**config.mk**
```make
export PLATFORM = sky130hd
export DESIGN_NAME = top_k_smallest_score_keeper
export DESIGN_NICKNAME = d
export VERILOG_FILES = /design/src/sv/tkss_pkg.sv /design/src/sv/tkss_slot_mem.sv /design/src/sv/top_k_smallest_score_keeper.sv
export SDC_FILE = /design/constraint.sdc
export NUM_CORES = 1
export LEC_CHECK = 0
export ABC_AREA = 1
export BUFFER_PORTS_ARGS = -buffer_cell sky130_fd_sc_hd__buf_2
export CAP_MARGIN = 10
export CORE_MARGIN = 2
export CORE_UTILIZATION = 49
export CTS_CLUSTER_DIAMETER = 60
export CTS_CLUSTER_SIZE = 30
export DETAILED_ROUTE_END_ITERATION = 7
export GPL_TIMING_DRIVEN = 0
export PLACE_DENSITY_LB_ADDON = 0.12
export SYNTH_ARGS = -nofsm -noshare
export SYNTH_HDL_FRONTEND = slang
export SYNTH_SLANG_ARGS = --single-unit
```
**constraint.sdc**
```tcl
create_clock -name clk -period 4.8 [get_ports clk]
set_input_delay 1.44 -clock clk [delete_from_list [all_inputs] [get_ports clk]]
set_output_delay 1.44 -clock clk [all_outputs]
set_load 0.1 [all_outputs]
```
**src/sv/tkss_pkg.sv**
```systemverilog
// Shared types and constants of the top-k smallest score keeper.
`timescale 1ns / 1ps
`default_nettype none

package tkss_pkg;

  localparam int IN_SCORE_BITS = 20;
  localparam int FRAME_BITS    = 16;
  localparam int LIMIT_BITS    = 4;

  localparam logic [LIMIT_BITS-1:0] LIMIT_RESET = 4'd8;

  typedef enum logic [3:0] {
    S_IDLE = 4'b0001,
    S_PROC = 4'b0010,
    S_SCAN = 4'b0100,
    S_EMIT = 4'b1000
  } tkss_state_t;

endpackage

`default_nettype wire

```
**src/sv/tkss_slot_mem.sv**
```systemverilog
// Slot store: one write port and one read port with registered read data.
`timescale 1ns / 1ps
`default_nettype none

module tkss_slot_mem #(
  parameter int DEPTH = 8,
  parameter int WIDTH = 36,
  parameter int AW    = 3
) (
  input  wire logic             clk,
  input  wire logic             wr_en,
  input  wire logic [AW-1:0]    wr_addr,
  input  wire logic [WIDTH-1:0] wr_data,
  input  wire logic             rd_en,
  input  wire logic [AW-1:0]    rd_addr,
  output logic      [WIDTH-1:0] rd_data
);

  logic [WIDTH-1:0] mem [DEPTH];

  always_ff @(posedge clk) begin
    if (wr_en) begin
      mem[wr_addr] <= wr_data;
    end
  end

  always_ff @(posedge clk) begin
    if (rd_en) begin
      rd_data <= mem[rd_addr];
    end
  end

endmodule

`default_nettype wire

```
**src/sv/top_k_smallest_score_keeper.sv**
```systemverilog
// Top level of the top-k smallest score keeper: control sequencer around the slot store.
`timescale 1ns / 1ps
`default_nettype none

// A candidate is taken when start is high and busy is low, so a new candidate is taken only
// once the last one is through. A candidate that fills a free slot, or that is dropped, keeps
// busy high only for the S_PROC state. A candidate that replaces a kept entry keeps busy high
// through S_PROC and S_SCAN: the slot store has one read port, and the replacement pass
// reads every kept slot once to place the candidate and recompute the kept maximum. A
// candidate marked last adds the S_EMIT state, in which the kept entries come out in slot
// order, one per cycle, each shown for one cycle with out_strobe high and the final one
// flagged by out_end_of_list. The receiver cannot stall these results. keep_limit is written
// through cfg_we and cfg_wdata and should change only while busy is low; values above
// MAX_SLOTS act as MAX_SLOTS.
module top_k_smallest_score_keeper
  import tkss_pkg::*;
#(
  parameter int MAX_SLOTS  = 8,
  parameter int SCORE_BITS = 20
) (
  input  wire logic                     clk,
  input  wire logic                     rst_n,
  input  wire logic                     start,
  output logic                          busy,
  input  wire logic [IN_SCORE_BITS-1:0] in_score,
  input  wire logic [FRAME_BITS-1:0]    in_frame_index,
  input  wire logic                     in_last_candidate,
  output logic                          out_strobe,
  output logic      [IN_SCORE_BITS-1:0] out_kept_score,
  output logic      [FRAME_BITS-1:0]    out_kept_frame,
  output logic                          out_end_of_list,
  input  wire logic                     cfg_we,
  input  wire logic [LIMIT_BITS-1:0]    cfg_wdata
);

  localparam int SW      = (SCORE_BITS < IN_SCORE_BITS) ? SCORE_BITS : IN_SCORE_BITS;
  localparam int SLOT_W  = (MAX_SLOTS > 1) ? $clog2(MAX_SLOTS) : 1;
  localparam int CNT_W   = $clog2(MAX_SLOTS + 1);
  localparam int CMP_W   = (CNT_W > LIMIT_BITS) ? CNT_W : LIMIT_BITS;
  localparam int ENTRY_W = SW + FRAME_BITS;

  localparam logic [IN_SCORE_BITS-1:0] SCORE_CAP = (SCORE_BITS >= IN_SCORE_BITS) ?
      {IN_SCORE_BITS{1'b1}} : IN_SCORE_BITS'((64'd1 << SCORE_BITS) - 64'd1);
  localparam logic [CNT_W-1:0] MAX_CNT = CNT_W'(MAX_SLOTS);

  tkss_state_t state_r, state_nxt;

  logic [LIMIT_BITS-1:0] keep_limit_r;
  logic [CNT_W-1:0]      used_r, used_nxt;
  logic [SW-1:0]         largest_r, largest_nxt;
  logic [CNT_W-1:0]      idx_r, idx_nxt;
  logic [SLOT_W-1:0]     chk_idx_r;
  logic                  chk_vld_r, chk_vld_nxt;
  logic                  hit_r, hit_nxt;
  logic [SW-1:0]         top_r, top_nxt;
  logic                  out_strobe_r, out_strobe_nxt;
  logic                  out_end_r, out_end_nxt;

  logic [SW-1:0]         cand_score_r;
  logic [FRAME_BITS-1:0] cand_frame_r;
  logic                  cand_last_r;
  logic [IN_SCORE_BITS-1:0] sat_score;

  logic                  append, drop;
  logic                  rd_en, wr_en, hit_now;
  logic [SLOT_W-1:0]     rd_addr, wr_addr;
  logic [ENTRY_W-1:0]    rd_data, wr_data;
  logic [SW-1:0]         rd_sc, cur_val;
  logic [FRAME_BITS-1:0] rd_fr;

  assign sat_score = (in_score > SCORE_CAP) ? SCORE_CAP : in_score;

  assign rd_sc = rd_data[ENTRY_W-1 -: SW];
  assign rd_fr = rd_data[FRAME_BITS-1:0];

  assign append  = (CMP_W'(used_r) < CMP_W'(keep_limit_r)) && (used_r < MAX_CNT);
  assign drop    = (cand_score_r > largest_r) || (used_r == '0);

  assign rd_en   = ((state_r == S_SCAN) || (state_r == S_EMIT)) && (idx_r < used_r);
  assign rd_addr = idx_r[SLOT_W-1:0];

  // The first slot that still equals the kept maximum takes the candidate.
  assign hit_now = (state_r == S_SCAN) && chk_vld_r && !hit_r && (rd_sc == largest_r);
  assign cur_val = hit_now ? cand_score_r : rd_sc;

  assign wr_en   = ((state_r == S_PROC) && append) || hit_now;
  assign wr_addr = hit_now ? chk_idx_r : used_r[SLOT_W-1:0];
  assign wr_data = {cand_score_r, cand_frame_r};

  tkss_slot_mem #(
    .DEPTH (MAX_SLOTS),
    .WIDTH (ENTRY_W),
    .AW    (SLOT_W)
  ) u_slot_mem (
    .clk     (clk),
    .wr_en   (wr_en),
    .wr_addr (wr_addr),
    .wr_data (wr_data),
    .rd_en   (rd_en),
    .rd_addr (rd_addr),
    .rd_data (rd_data)
  );

  always_comb begin
    state_nxt      = state_r;
    used_nxt       = used_r;
    largest_nxt    = largest_r;
    idx_nxt        = idx_r;
    chk_vld_nxt    = 1'b0;
    hit_nxt        = hit_r;
    top_nxt        = top_r;
    out_strobe_nxt = 1'b0;
    out_end_nxt    = 1'b0;

    case (state_r)
      S_IDLE: begin
        if (start) begin
          state_nxt = S_PROC;
        end
      end
      S_PROC: begin
        idx_nxt = '0;
        if (append) begin
          used_nxt = used_r + CNT_W'(1);
          if (cand_score_r > largest_r) begin
            largest_nxt = cand_score_r;
          end
          state_nxt = cand_last_r ? S_EMIT : S_IDLE;
        end else if (drop) begin
          state_nxt = cand_last_r ? S_EMIT : S_IDLE;
        end else begin
          hit_nxt   = 1'b0;
          top_nxt   = '0;
          state_nxt = S_SCAN;
        end
      end
      S_SCAN: begin
        chk_vld_nxt = rd_en;
        if (rd_en) begin
          idx_nxt = idx_r + CNT_W'(1);
        end
        if (chk_vld_r) begin
          if (cur_val > top_r) begin
            top_nxt = cur_val;
          end
          if (hit_now) begin
            hit_nxt = 1'b1;
          end
        end
        // The last slot is checked in the cycle where no further read is issued.
        if (!rd_en) begin
          if (hit_r || hit_now) begin
            largest_nxt = top_nxt;
          end
          idx_nxt   = '0;
          state_nxt = cand_last_r ? S_EMIT : S_IDLE;
        end
      end
      S_EMIT: begin
        if (rd_en) begin
          out_strobe_nxt = 1'b1;
          out_end_nxt    = ((idx_r + CNT_W'(1)) == used_r);
          idx_nxt        = idx_r + CNT_W'(1);
        end else begin
          used_nxt    = '0;
          largest_nxt = '0;
          state_nxt   = S_IDLE;
        end
      end
      default: begin
        state_nxt = S_IDLE;
      end
    endcase
  end

  always_ff @(posedge clk) begin
    if (!rst_n) begin
      state_r      <= S_IDLE;
      keep_limit_r <= LIMIT_RESET;
      used_r       <= '0;
      largest_r    <= '0;
      idx_r        <= '0;
      chk_vld_r    <= 1'b0;
      hit_r        <= 1'b0;
      out_strobe_r <= 1'b0;
      out_end_r    <= 1'b0;
    end else begin
      state_r      <= state_nxt;
      used_r       <= used_nxt;
      largest_r    <= largest_nxt;
      idx_r        <= idx_nxt;
      chk_vld_r    <= chk_vld_nxt;
      hit_r        <= hit_nxt;
      out_strobe_r <= out_strobe_nxt;
      out_end_r    <= out_end_nxt;
      if (cfg_we) begin
        keep_limit_r <= cfg_wdata;
      end
    end
  end

  always_ff @(posedge clk) begin
    top_r     <= top_nxt;
    chk_idx_r <= rd_addr;
    if ((state_r == S_IDLE) && start) begin
      cand_score_r <= sat_score[SW-1:0];
      cand_frame_r <= in_frame_index;
      cand_last_r  <= in_last_candidate;
    end
  end

  assign busy            = (state_r != S_IDLE);
  assign out_strobe      = out_strobe_r;
  assign out_kept_score  = IN_SCORE_BITS'(rd_sc);
  assign out_kept_frame  = rd_fr;
  assign out_end_of_list = out_end_r;

  a_used_bounded: assert property (@(posedge clk) disable iff (!rst_n)
    used_r <= MAX_CNT)
    else $error("kept entry count exceeds the slot count");

  a_strobe_from_emit: assert property (@(posedge clk) disable iff (!rst_n)
    out_strobe |-> $past(state_r == S_EMIT))
    else $error("result strobe outside of the emission sequence");

  a_clear_after_end: assert property (@(posedge clk) disable iff (!rst_n)
    (out_strobe && out_end_of_list) |=> (used_r == '0) && (largest_r == '0))
    else $error("store not cleared after the final result");

  a_start_takes_busy: assert property (@(posedge clk) disable iff (!rst_n)
    (start && !busy) |=> busy)
    else $error("accepted transaction did not raise busy");

  a_scan_single_hit: assert property (@(posedge clk) disable iff (!rst_n)
    (hit_r && (state_r == S_SCAN)) |-> !hit_now)
    else $error("replacement pass placed the candidate twice");

endmodule

`default_nettype wire

```
==> results.cfg <==
[die]
boundaryPins = 84
dieArea_um2 = 39300
row_count = 71
die_y_um = 198
die_w_um = 198
core_area_um2 = 37400
initial_utilization_pct = 49.4

[cells_and_area]
drive_gt1_share_pct = 10.3
area_growth_pct = 13.6
finish.net_count = 1944
finalNonFillerCells = 2386
num_antenna_cells = 0

[yosys]
synth-xor-area-share_pct = 0.190
syn_area_um2 = 18500
ys_async_sr_fraction_pct = 0
synthCells = 1740
synth_compound_area_share_pct = 7.99
syn_avg_cell_area_um2 = 10.6
synth.area.mux_share_pct = 0
synth_simple_gate_area_share_pct = 17.1
synth_top_area_share_pct = 61.9
synth_top_family_by_area = simple AND/OR/NAND/NOR gates
syn_nets = 1835
synth_edf_count = 381
synth_top_area_cell = edfxtp_1
synth_fa_ha_area_share_pct = 3.39
netlist-cell-type-count = 41
ys_top_cells_by_area = edfxtp_1 62%, nor2_1 7.6%, nand2_1 6.0%
synth.yosys.warnings = 0
seq_area_frac_synth_pct = 66.6
synth-seq-cells = 424
synthFlopType = edfxtp_1

[power]
switching_power_uw = 1820
power_frac_comb_pct = 4.6
totalPowerFinal_uw = 7740
powerDensity_nw_per_um2 = 369
seqPwrFrac_pct = 54.7
peakVddDrop_uv = 274
power.leakage_uw = 0.00798
clkPwrFrac_pct = 40.7
p_int_uw = 5920
swShare_pct = 23.5

[detailed_routing]
avgViaCountPerCell = 5.27
drtPass1Iterations = 7
routedWlPerCell_um = 19.2
via_count = 12600
routed_wl_mm = 45.9
drtIter0Drc = 857
drc = 0
ant_nets = 0

[grt]
overflow = 0
grt_max_degree = 29
grt_use_total_pct = 24.0
grt_pass1_vias = 12300
antenna_found_initial = 0
grt_pass1_wl_mm = 70.6

[setup_path]
cp_max_fo = 10
timing_worst_setup_path_type = reg -> reg
crit_required_ns = 5.24
path_cells = nand2_1 -> nand3_1 -> nand3b_1 -> nor2_2 -> nand3_2 -> buf_2 -> nand2_1 -> nand2_2 -> ha_1 -> nand2_1 -> nor2_1 -> nand4_1 -> nor2_1 -> a21oi_1 -> nand2_1 -> clkbuf_1 -> nand2_1 -> nand2_1 -> nor2_2 -> nor2_1 -> nor2_1
regToRegSetupSlack_ns = 0.92
crit_top_cell = nand2_1
cp_slowest_cell = edfxtp_1
crit_path_end_kind = register
slowest_delay_ns = 0.50
rr_worst_depth = 21
crit_arrival_ns = 4.31
critPathLaunchType = register

[outcome]
outcome = finished clean

[sta]
slew_violations = 0
finClkSkew_ns = 0.0401
tightest_slew_ns = 0.956
maxSlewHeadroom_pct = 36.0
setup_tns_ns = 0
layout_min_cycle_time_ns = 3.88
hold_violations = 0
fin_crit_sh_pct = 80.8
holdWs_ns = 0.425
rsz0062_at_grt = false
timing.final.ws_setup_ns = 0.923
finalSetupViolations = 0
fmax_ghz = 0.258

[cts]
postCtsSetupRepairBufs = 0
cts_resized = 0
h-tree-depth = 2
clockRootBuffer = clkbuf_16
clkSinkCount = 424
holdBufCountCts = 0
clock_latency_ns = 0.56
cts_buffers = 35
clock_path_buffers = 3
path_clk_slew_ns = 0.07
cts_tree = yes

[hold_path]
hp-class = reg -> reg
holdPathStages = 0

[placement]
routabilityCongestion = 0.900
place_inst = 2323
place_ws_ns = 0.960
dp_hpwl_mm = 32.4
portBuffers = 62

[job]
maxCapViolations = 0
[cell usage after synthesis (2+ instances only)]
cell / instances
a211oi_1: 3
a21o_1: 3
a21oi_1: 33
a31oi_1: 36
and2_1: 2
buf_1: 5
buf_2: 6
buf_4: 2
buf_6: 6
clkbuf_1: 74
clkbuf_8: 2
clkinv_1: 2
dfxtp_1: 43
edfxtp_1: 381
ha_1: 50
inv_1: 108
inv_2: 5
nand2_1: 294
nand2_2: 10
nand3_1: 60
nand3_2: 2
nand4_1: 11
nor2_1: 373
nor2_2: 13
nor3_1: 4
nor4_1: 3
o21ai_0: 156
o22ai_1: 36
or2_0: 3
xnor2_1: 2
xor2_1: 2
[state kept, by name, summed over array words and instances (netlist names)]
signal / count
out_end_of_list: 1
cand_score_r: 20
largest_r: 20
u_slot_mem.rd_data: 36
cand_last_r: 1
hit_r: 1
used_r: 4
cand_frame_r: 16
out_strobe: 1
keep_limit_r: 4
top_r: 20
idx_r: 4
chk_idx_r: 3
chk_vld_r: 1
state_r: 4
u_slot_mem.mem: 288
[critical path, delay by kind of cell (launching register included)]
| family | cells | cell delay, ns |
|---|---|---|
| simple gates | 17 | 2.15 |
| compound gates | 1 | 0.08 |
| fa+ha+maj | 1 | 0.29 |
| flops | 1 | 0.50 |
| buf+inv | 2 | 0.75 |
[final cells by class]
| class | count | area [µm²] |
|---|---|---|
| Clock buffer | 36 | 901 |
| Sequential cell | 424 | 12300 |
| Multi-Input combinational cell | 1105 | 5370 |
| Timing Repair Buffer | 72 | 533 |
| Buffer | 96 | 444 |
| Clock inverter | 27 | 378 |
| Tap cell | 511 | 639 |
| Fill cell | 3187 | 16400 |
| Inverter | 115 | 432 |
[metrics by stage]
stage          cell area [µm²]  util (%)
3_5_place_dp             19700      52.7
5_1_grt                  21000      56.1
3_3_place_gp             19400      52.0
2_1_floorplan            18500         -
4_1_cts                  21000      56.1
6_report                 21000      56.1
[per-layer routing]
metal,track usage [%],vias to the layer above,wire length (µm),part of all wire [%]
li1,-,6175,-,-
met1,31.7,6006,20300,44
met4,7.99,0,1250,2.7
met2,40.9,313,22200,48
met3,3.51,81,2160,4.7
met5,0,-,0,0
[cell usage in the layout, fill, tap and decap left out, types with 7 or more instances in the layout]
cell       count
nor2_1       364
a21oi_1       33
a31oi_1       36
clkbuf_1      74
inv_1        107
nand2_2       10
nor2_4        10
clkbuf_16     36
o22ai_1       36
nand4_1       11
edfxtp_1     381
nand3_1       60
buf_2         68
buf_12         7
o21ai_0      156
ha_1          50
dfxtp_1       43
nor2_2        13
nand2_1      294
[worst paths after layout]
kind | end | from
worst max register to register | largest_r[15]$_SDFFE_PN0P_ | u_slot_mem.rd_data[17]$_DFFE_PP_
worst min-delay path | chk_idx_r[0]$_DFF_P_ | idx_r[0]$_SDFFE_PN0P_
worst max-delay path | largest_r[15]$_SDFFE_PN0P_ | u_slot_mem.rd_data[17]$_DFFE_PP_
worst min register to register | chk_idx_r[0]$_DFF_P_ | idx_r[0]$_SDFFE_PN0P_
[kinds of logic (layout without fill, tap and decap cells)]
logic type	after synthesis	after routing
xor gates and xnor gates	4	4
DFF	424	424
buffers and inverters	211	346
AOI/OAI and AO/OA	271	271
and+or+nand+nor	780	780
adders and majority gates	50	50
[power groups by stage]
stage / Sequential [µW] / Clock [µW] / Combinational, µW
floorplan: 4270 / 0 / 249
global placement: 4320 / 0 / 339
detailed placement: 4310 / 0 / 362
CTS: 4230 / 3210 / 364
global route: 4250 / 3330 / 411
finish: 4230 / 3150 / 359
(Power assumes the default switching activity.)
